--- src/rge_pkg.sv ---
`timescale 1ns / 1ps

package rge_pkg;

  localparam int unsigned WORD_W  = 32;
  localparam int unsigned BYTE_W  = 8;
  localparam int unsigned FMT_W   = 2;

  localparam logic [WORD_W-1:0] CHECK_SEED    = 32'hAB32_5F12;
  localparam logic [WORD_W-1:0] CHECK_POLY    = 32'hEDB8_8320;
  localparam logic [BYTE_W-1:0] RUN_LIMIT     = 8'd255;
  localparam logic [BYTE_W-1:0] TWO_BYTE_MASK = 8'hFC;
  localparam int unsigned       CHECK_ROUNDS  = 7;

  // pixel_format codes; code 3 behaves like the one-byte format
  localparam logic [FMT_W-1:0] FMT_ONE_BYTE  = 2'd0;
  localparam logic [FMT_W-1:0] FMT_TWO_BYTE  = 2'd1;
  localparam logic [FMT_W-1:0] FMT_FOUR_BYTE = 2'd2;

  localparam logic KIND_PAIR  = 1'b0;
  localparam logic KIND_CHECK = 1'b1;

  // result queue: holds the up to three results of one pixel plus one in flight
  localparam int unsigned Q_DEPTH = 4;
  localparam int unsigned Q_AW    = $clog2(Q_DEPTH);
  localparam int unsigned Q_CW    = $clog2(Q_DEPTH + 1);

  typedef struct packed {
    logic [WORD_W-1:0] pixel_word;
    logic              last_pixel;
  } pix_in_t;

  typedef struct packed {
    logic              kind;
    logic [BYTE_W-1:0] run_length;
    logic [BYTE_W-1:0] grey_value;
    logic [WORD_W-1:0] check_value;
    logic              end_of_image;
  } rle_res_t;

  // XOR in the sign-extended byte, then seven arithmetic-shift rounds
  function automatic logic [WORD_W-1:0] check_update(input logic [WORD_W-1:0] c_in,
                                                     input logic [BYTE_W-1:0] grey);
    logic [WORD_W-1:0] c;
    logic              lsb;
    c = c_in ^ {{(WORD_W-BYTE_W){grey[BYTE_W-1]}}, grey};
    for (int r = 0; r < CHECK_ROUNDS; r++) begin
      lsb = c[0];
      c   = {c[WORD_W-1], c[WORD_W-1:1]};
      if (lsb) begin
        c = c ^ CHECK_POLY;
      end
    end
    return c;
  endfunction

endpackage

--- src/rle_grey_image_encoder_unit.sv ---
`timescale 1ns / 1ps

// channel | direction | handshake            | payload
// in_     | input     | in_valid / in_ready   | in_data  (pix_in_t)
// out_    | output    | out_valid / out_ready | out_data (rle_res_t)
// cfg_    | input     | cfg_valid / cfg_ready | cfg_data (pixel_format)
//
// One pixel per cycle while in_ready is high; a pixel is processed in the cycle
// it is accepted and its results (0 to 3) enter a four-entry result queue; the
// first is visible the next cycle. Results drain one per cycle while out_ready
// is high, so a last pixel (up to three results) holds in_ready low until the
// queue has room again. Synchronous active-low reset clears run state, format
// and queue and loads CHECK_SEED into the check word. cfg_ready is always high.
module rle_grey_image_encoder_unit (
  input  logic                    clk,
  input  logic                    rst_n,
  input  logic                    in_valid,
  output logic                    in_ready,
  input  rge_pkg::pix_in_t        in_data,
  output logic                    out_valid,
  input  logic                    out_ready,
  output rge_pkg::rle_res_t       out_data,
  input  logic                    cfg_valid,
  output logic                    cfg_ready,
  input  logic [rge_pkg::FMT_W-1:0] cfg_data
);
  import rge_pkg::*;

  logic [FMT_W-1:0]  fmt_r;
  logic [BYTE_W-1:0] prev_r, prev_nxt;
  logic [BYTE_W-1:0] run_r, run_nxt;
  logic [WORD_W-1:0] chk_r, chk_nxt;

  rle_res_t          q_mem [Q_DEPTH];
  logic [Q_AW-1:0]   wp_r, wp_nxt;
  logic [Q_AW-1:0]   rp_r, rp_nxt;
  logic [Q_CW-1:0]   cnt_r, cnt_nxt;

  logic              in_fire, out_fire;
  logic [BYTE_W-1:0] grey;
  logic              same;
  logic              emit_pair;
  logic [BYTE_W-1:0] prev_a, run_a;
  logic [WORD_W-1:0] chk_a;
  rle_res_t          res_pair, res_final, res_check;
  logic [Q_AW-1:0]   wp_fin, wp_chk;
  logic [Q_CW-1:0]   n_push;

  assign cfg_ready = 1'b1;
  // room for a full three-result burst
  assign in_ready  = (cnt_r <= Q_CW'(Q_DEPTH - 3));
  assign in_fire   = in_valid && in_ready;
  assign out_valid = (cnt_r != '0);
  assign out_fire  = out_valid && out_ready;
  assign out_data  = q_mem[rp_r];

  always_comb begin
    grey = in_data.pixel_word[BYTE_W-1:0];
    if (fmt_r == FMT_TWO_BYTE) begin
      grey = grey & TWO_BYTE_MASK;
    end
    same = (grey == prev_r);
    if (same) begin
      emit_pair = (run_r == RUN_LIMIT);
      prev_a    = prev_r;
      run_a     = emit_pair ? BYTE_W'(1) : run_r + BYTE_W'(1);
    end else begin
      emit_pair = (run_r != '0);
      prev_a    = grey;
      run_a     = BYTE_W'(1);
    end
    chk_a = check_update(chk_r, grey);

    res_pair  = '{kind: KIND_PAIR, run_length: run_r, grey_value: prev_r,
                  check_value: '0, end_of_image: 1'b0};
    res_final = '{kind: KIND_PAIR, run_length: run_a, grey_value: prev_a,
                  check_value: '0, end_of_image: 1'b0};
    res_check = '{kind: KIND_CHECK, run_length: '0, grey_value: '0,
                  check_value: chk_a, end_of_image: 1'b1};

    wp_fin = wp_r + Q_AW'(emit_pair);
    wp_chk = wp_fin + Q_AW'(1);
    n_push = Q_CW'(emit_pair) + (in_data.last_pixel ? Q_CW'(2) : Q_CW'(0));

    if (in_data.last_pixel) begin
      prev_nxt = '0;
      run_nxt  = '0;
      chk_nxt  = CHECK_SEED;
    end else begin
      prev_nxt = prev_a;
      run_nxt  = run_a;
      chk_nxt  = chk_a;
    end

    wp_nxt  = in_fire ? wp_r + Q_AW'(n_push) : wp_r;
    rp_nxt  = out_fire ? rp_r + Q_AW'(1) : rp_r;
    cnt_nxt = cnt_r + (in_fire ? n_push : Q_CW'(0)) - Q_CW'(out_fire);
  end

  always_ff @(posedge clk) begin
    if (!rst_n) begin
      fmt_r  <= FMT_ONE_BYTE;
      prev_r <= '0;
      run_r  <= '0;
      chk_r  <= CHECK_SEED;
      wp_r   <= '0;
      rp_r   <= '0;
      cnt_r  <= '0;
    end else begin
      if (cfg_valid && cfg_ready) begin
        fmt_r <= cfg_data;
      end
      if (in_fire) begin
        prev_r <= prev_nxt;
        run_r  <= run_nxt;
        chk_r  <= chk_nxt;
      end
      wp_r  <= wp_nxt;
      rp_r  <= rp_nxt;
      cnt_r <= cnt_nxt;
    end
  end

  // queue storage, no reset needed
  always_ff @(posedge clk) begin
    if (in_fire) begin
      if (emit_pair) begin
        q_mem[wp_r] <= res_pair;
      end
      if (in_data.last_pixel) begin
        q_mem[wp_fin] <= res_final;
        q_mem[wp_chk] <= res_check;
      end
    end
  end

endmodule

--- config.mk ---
export PLATFORM = sky130hd
export DESIGN_NAME = rle_grey_image_encoder_unit
export DESIGN_NICKNAME = d
export VERILOG_FILES = /design/src/rge_pkg.sv /design/src/rle_grey_image_encoder_unit.sv
export SDC_FILE = /design/constraint.sdc
export NUM_CORES = 1
export LEC_CHECK = 0
export BUFFER_PORTS_ARGS = -buffer_cell sky130_fd_sc_hd__buf_4
export CORE_ASPECT_RATIO = 0.8
export CORE_UTILIZATION = 30
export DETAILED_ROUTE_END_ITERATION = 10
export PLACE_DENSITY = 0.42
export REMOVE_ABC_BUFFERS = 1
export SYNTH_ARGS = -nofsm -noshare
export SYNTH_HDL_FRONTEND = slang
export SYNTH_SLANG_ARGS = --single-unit
--- constraint.sdc ---
create_clock -name clk -period 5.1 [get_ports clk]
set_input_delay 0.255 -clock clk [delete_from_list [all_inputs] [get_ports clk]]
set_output_delay 0.255 -clock clk [all_outputs]
set_load 0.01 [all_outputs]
**Word level (Yosys, flattened, before mapping)**

Memory sizes are Yosys's and may differ from the RTL's. A register that Yosys moved wholly into a read port is not among the register bits.
Cells that the tools add are included.

- Register bits: 57
- Bits in writable memories: 200
- Bits of input ports: 40
- Memories: 1

Memory list:

| memory | depth | width | read ports | clocked after Yosys merged registers in | write ports | line | source |
|---|---|---|---|---|---|---|---|
| q_mem | 4 | 50 | 1 | 1 | 3 | rle_grey_image_encoder_unit.sv:34 | `rle_res_t q_mem [Q_DEPTH];` |

- Add/subtract/negate cells: 8
- Order comparisons: 1
- Eq/ne operators: 3
- Multiplexer cells: 25
- Bitwise gates (word level): 8
- Reductions and logical operators: 4

Operators by type and width:

| cell | count |
|---|---|
| 32-bit 2-to-1 mux | 8 |
| 14-bit NOT | 7 |
| 8-bit 2-to-1 mux | 5 |
| 32-bit XOR | 1 |
| 8-bit by 1-bit adder with 8-bit output, second input constant | 1 |
| 8-bit == test | 1 |
| 8-bit == test, second input constant | 1 |
| 2-bit 2-to-1 mux | 4 |
| 8-bit nonzero test | 1 |
| 1-bit 2-to-1 mux | 7 |
| 2-bit by 1-bit adder with 2-bit output, second input constant | 2 |
| 1-bit by 2-bit adder with 3-bit output | 1 |
| 3-bit adder | 1 |
| 3-bit by 1-bit <= comparator with 1-bit output, second input constant | 1 |
| 3-bit 2-to-1 mux | 1 |
| 3-bit nonzero test | 1 |
| 3-bit by 1-bit subtractor with 3-bit output | 1 |
| 2-bit by 1-bit adder with 2-bit output | 1 |
| 2-bit adder | 1 |
| 2-bit by 1-bit == test with 1-bit output, second input constant | 1 |
| 1-bit logical AND | 2 |

**Logic depth before layout (Yosys ltp)**

- Depth in word-level cells: 18
- Mapped depth: 19
- Gate-level depth less buffers: 15

**Worst setup path after synthesis**

OpenSTA, ideal clock, no wires.

- Path kind: register to register
- Start: reg run_r[0]
- End: mem q_mem[2][10] in the netlist's numbering, enable pin
- Arrival time: 3.642 ns
- Slack: 1.067 ns
- Cell stages (with the launch flop): 17
- Path buffers: 5
- Clock period less this slack: 4.033 ns
- Cells stage by stage: dfxtp_1 clkbuf_1 inv_1 ha_1 or4b_1 nor4_2 o21a_1 buf_6 buf_4 buf_6 nor2_1 ha_1 clkbuf_1 inv_1 nand4_1 o21ai_0 nand2b_1

RTL lines:

| element | line | source |
|---|---|---|
| start: declaration | rle_grey_image_encoder_unit.sv:31 | `logic [BYTE_W-1:0] run_r, run_nxt;` |
| start signal: assignment | rle_grey_image_encoder_unit.sv:115 | `run_r <= run_nxt;` |
| end: declaration | rle_grey_image_encoder_unit.sv:34 |  |

==> metrics.txt <==
# TYPE chip_impl_metric gauge
chip_impl_info{name="result_of_the_run",value="finished clean"} 1
chip_impl_metric{name="flops_latches_synth",unit=""} 246
chip_impl_metric{name="switching_share",unit=""} 0.369
chip_impl_info{name="crit_path_start_kind",value="register"} 1
chip_impl_info{name="critPathCaptureType",value="register"} 1
chip_impl_info{name="yosysMostFrequentCell",value="nor2_1"} 1
chip_impl_metric{name="synth-warning-count",unit=""} 0
chip_impl_metric{name="power.switching",unit="mW"} 3.03
chip_impl_metric{name="detail_route.drc_violations",unit=""} 0
chip_impl_metric{name="syn_avg_cell_area",unit="sq um"} 10.9
chip_impl_metric{name="place_congestion",unit=""} 0.764
chip_impl_metric{name="worst-endpoint-arrival",unit="ns"} 4.18
chip_impl_metric{name="grt_start_max_net_pins",unit=""} 81
chip_impl_metric{name="totalWireLength",unit="mm"} 37.1
chip_impl_info{name="setup.worst_path.class",value="reg2reg"} 1
chip_impl_metric{name="synth_compound_gate_area_share",unit=""} 0.106
chip_impl_metric{name="critPathMaxFanout",unit=""} 30
chip_impl_metric{name="postSynthCellCount",unit=""} 1119
chip_impl_metric{name="cap_viol_max_count",unit=""} 0
chip_impl_metric{name="power.leakage",unit="nW"} 4.97
chip_impl_info{name="hp-class",value="in2reg"} 1
chip_impl_info{name="synth_top_family_by_area",value="simple AND/OR/NAND/NOR gates"} 1
chip_impl_metric{name="finalSetupViolCount",unit=""} 0
chip_impl_metric{name="yosys.area_share.simple",unit=""} 0.166
chip_impl_metric{name="global_route_wire_length_before_repair",unit="mm"} 57.4
chip_impl_metric{name="ant_nets",unit=""} 0
chip_impl_metric{name="clk_path_buf_depth",unit=""} 3
chip_impl_metric{name="fp.dieH",unit="microns"} 183
chip_impl_metric{name="drv_slew",unit=""} 0
chip_impl_metric{name="insertedDiodeCount",unit=""} 0
chip_impl_metric{name="insertion_delay",unit="ns"} 0.56
chip_impl_metric{name="track_usage",unit=""} 0.184
chip_impl_info{name="tritoncts",value="built"} 1
chip_impl_info{name="clk_root_buffer_cell",value="clkbuf_16"} 1
chip_impl_metric{name="antenna_found_initial",unit=""} 0
chip_impl_metric{name="p_clk_frac",unit=""} 0.252
chip_impl_info{name="rsz0062_at_grt",value="false"} 1
chip_impl_metric{name="worstMarginPinSlew",unit="ns"} 1.05
chip_impl_metric{name="multi_input_area",unit="sq um"} 5590
chip_impl_metric{name="comb_power_share",unit=""} 0.401
chip_impl_metric{name="maximum_level_of_the_cts_h_tree",unit=""} 1
chip_impl_metric{name="first_global_vias",unit=""} 8785
chip_impl_metric{name="met1_usage_grt",unit=""} 0.284
chip_impl_metric{name="clock_sinks",unit=""} 246
chip_impl_metric{name="finalClockSkew",unit="ns"} 0.0115
chip_impl_metric{name="num_rows",unit=""} 65
chip_impl_metric{name="yosys.area_share.xor_xnor",unit=""} 0.0871
chip_impl_info{name="cp_slowest_cell",value="or4b_1"} 1
chip_impl_metric{name="setup-tns-final",unit="ns"} 0
chip_impl_metric{name="post-route-min-period",unit="ns"} 3.98
chip_impl_metric{name="fillerInstances",unit=""} 3965
chip_impl_metric{name="average_via_count_per_standard_cell",unit=""} 5.14
chip_impl_metric{name="intPower",unit="mW"} 5.17
chip_impl_metric{name="relSlewSlack",unit=""} 0.302
chip_impl_info{name="ys.flop_type",value="dfxtp_1"} 1
chip_impl_metric{name="synth_enable_flop_cells",unit=""} 120
chip_impl_metric{name="dp.final_hpwl",unit="mm"} 22.3
chip_impl_metric{name="vias",unit=""} 8764
chip_impl_metric{name="worst_slack",unit="ns"} 1.12
chip_impl_metric{name="synth-async-reset-ratio",unit=""} 0
chip_impl_metric{name="preCtsSetupSlack",unit="ns"} 1.20
chip_impl_metric{name="grt.overflow.total",unit=""} 0
chip_impl_metric{name="drt_first_iter_violations",unit=""} 758
chip_impl_metric{name="routedWlPerCell",unit="microns"} 21.7
chip_impl_metric{name="cts_repair_resize_count",unit=""} 0
chip_impl_info{name="crit_chain",value="buf_4, inv_1, ha_1, or4b_1, nor4_2, o21a_2, nor2_1, ha_1, inv_1, nand4_1, o21ai_0, nand2b_2, buf_4"} 1
chip_impl_info{name="grt-busiest-layer",value="met1"} 1
chip_impl_metric{name="numCtsBuffers",unit=""} 30
chip_impl_metric{name="period_share",unit=""} 0.781
chip_impl_metric{name="max_stage_delay",unit="ns"} 0.47
chip_impl_metric{name="ff_latch_area",unit="sq um"} 6130
chip_impl_info{name="synth_top_cells_by_area",value="edfxtp_1 (29%), dfxtp_1 (21%), mux4_2 (8.7%)"} 1
chip_impl_metric{name="post-cts-setup-buffer-count",unit=""} 0
chip_impl_metric{name="synth_largest_type_area_fraction",unit=""} 0.295
chip_impl_metric{name="seq_power_share",unit=""} 0.347
chip_impl_metric{name="core_region_area",unit="sq um"} 39800
chip_impl_metric{name="synth_adder_area_share",unit=""} 0.00778
chip_impl_metric{name="post_synth_instance_area",unit="sq um"} 12200
chip_impl_metric{name="clk_transition_reported_paths",unit="ns"} 0.06
chip_impl_metric{name="met3_usage",unit=""} 0.0253
chip_impl_metric{name="crit_required",unit="ns"} 5.30
chip_impl_metric{name="total_power_density_per_cell_area",unit="nW/um^2"} 579
chip_impl_metric{name="design.final.nets",unit=""} 1192
chip_impl_metric{name="initial_core_util",unit=""} 0.307
chip_impl_metric{name="muxShareOfSynthArea",unit=""} 0.0882
chip_impl_metric{name="finalHoldViolCount",unit=""} 0
chip_impl_metric{name="area_growth_syn_to_layout",unit="%"} 15.9
chip_impl_metric{name="synth.distinct_cells",unit=""} 71
chip_impl_info{name="synth_top_area_cell",value="edfxtp_1"} 1
chip_impl_metric{name="layout-drive-gt1-share",unit=""} 0.200
chip_impl_metric{name="synth.yosys.seq_area_share",unit=""} 0.501
chip_impl_info{name="ys_top_cells_by_count",value="nor2_1 (165), dfxtp_1 (126), edfxtp_1 (120), nand2_1 (65), clkbuf_1 (64)"} 1
chip_impl_metric{name="cts_hold_buffers",unit=""} 4
chip_impl_metric{name="design.portCount",unit=""} 93
chip_impl_metric{name="dieArea",unit="sq um"} 41600
chip_impl_metric{name="first_pass_iters",unit=""} 4
chip_impl_metric{name="met2_layer_usage_reported_by_global_route",unit=""} 0.271
chip_impl_metric{name="floorplan.die.width",unit="microns"} 228
chip_impl_metric{name="largest_voltage_drop_on_the_vdd_net",unit="V"} 0.000296
chip_impl_metric{name="max_freq",unit="MHz"} 251
chip_impl_metric{name="portBuffers",unit=""} 67
sequential cells by signal, indices dropped and copies added (netlist names), named ones only:
register,cells
rp_r,2
wp_r,2
fmt_r,2
run_r,8
prev_r,8
cnt_r,3
chk_r,31
q_mem,188
cells in the final DEF (no fill, tap or decap), types with 5 or more instances in the layout:
cell	synthesis	routed
nor2_1	165	163
dfxtp_1	126	124
edfxtp_1	120	120
buf_4	9	99
nand2_1	65	64
o21ai_0	61	60
nor3_1	55	55
mux4_2	47	47
xnor2_1	36	36
nor4_1	35	35
xor2_1	32	32
and2_1	31	31
clkbuf_16	0	31
o21a_1	21	20
nand3_1	17	17
a211oi_1	13	13
o211ai_1	12	12
a221o_1	12	12
a22oi_1	10	10
clkinv_2	0	10
nand4_1	9	9
xnor2_2	9	9
nor2b_1	9	9
a21boi_0	9	9
inv_1	8	8
a31oi_1	8	8
clkbuf_1	64	7
o21ai_1	7	6
nand3b_1	6	6
ha_1	6	6
a21oi_1	5	5
critical path, delay by kind of cell (launching register included):
family	cells	cell delay, ns
AOI/OAI and AO/OA	2	0.52
DFF	1	0.32
and+or+nand+nor	5	1.16
adders and majority gates	2	0.61
buffers and inverters	4	0.95
final cells by class:
class / instances / share of cell area
clock buffer: 38 / 0.0566
sequential: 246 / 0.433
inverter: 8 / 0.00212
tap: 536 / 0.0473
multi-input combinational: 755 / 0.395
clock inverter: 18 / 0.0102
timing repair buffer: 104 / 0.0567
power by group through the flow:
stage	clock network, mW	logic (mW)	registers [mW]
floorplan	0	2.16	2.82
global placement	0	3.32	2.88
detailed placement	0	3.32	2.89
CTS	2.13	3.34	2.85
global route	2.20	3.59	2.91
finish	2.07	3.29	2.84
per-layer routing:
metal,vias up,wire [microns]
li1,4123,-
met1,4376,19000
met2,231,15900
met3,34,1670
met4,0,521
met5,-,0
cells by family after synthesis:
| kind of cell | count (synthesis) |
|---|---|
| fa+ha+maj | 7 |
| compound gates | 188 |
| flops | 246 |
| other cells | 1 |
| mux | 49 |
| simple gates | 419 |
| xor+xnor | 91 |
| buf+inv | 118 |
path summary, 6_finish.rpt:
check / from / to / slack (ns) / depth (start not counted)
setup / recovery: run_r[0] / q_mem[0][17] / 1.12 / 13
hold / removal: in_data[6] / q_mem[1][38] / 0.03 / 2
setup reg to reg: run_r[0] / q_mem[0][17] / 1.12 / 13
hold reg to reg: q_mem[2][0] / q_mem[2][0] / 0.47 / 2
stage by stage:
stage	std cells	utilization	cell area, sq um	power, mW	hold WS [ns]
after CTS	1705	0.356	14200	8.32	0.0121
after floorplan	1009	-	11700	4.98	0.373
final	1705	0.356	14200	8.20	0.0320
after global routing	1705	0.356	14200	8.70	0.0201
after global placement	1645	0.332	13200	6.20	0.459
after detailed placement	1645	0.332	13200	6.21	0.464
(Power assumes the default switching activity.)
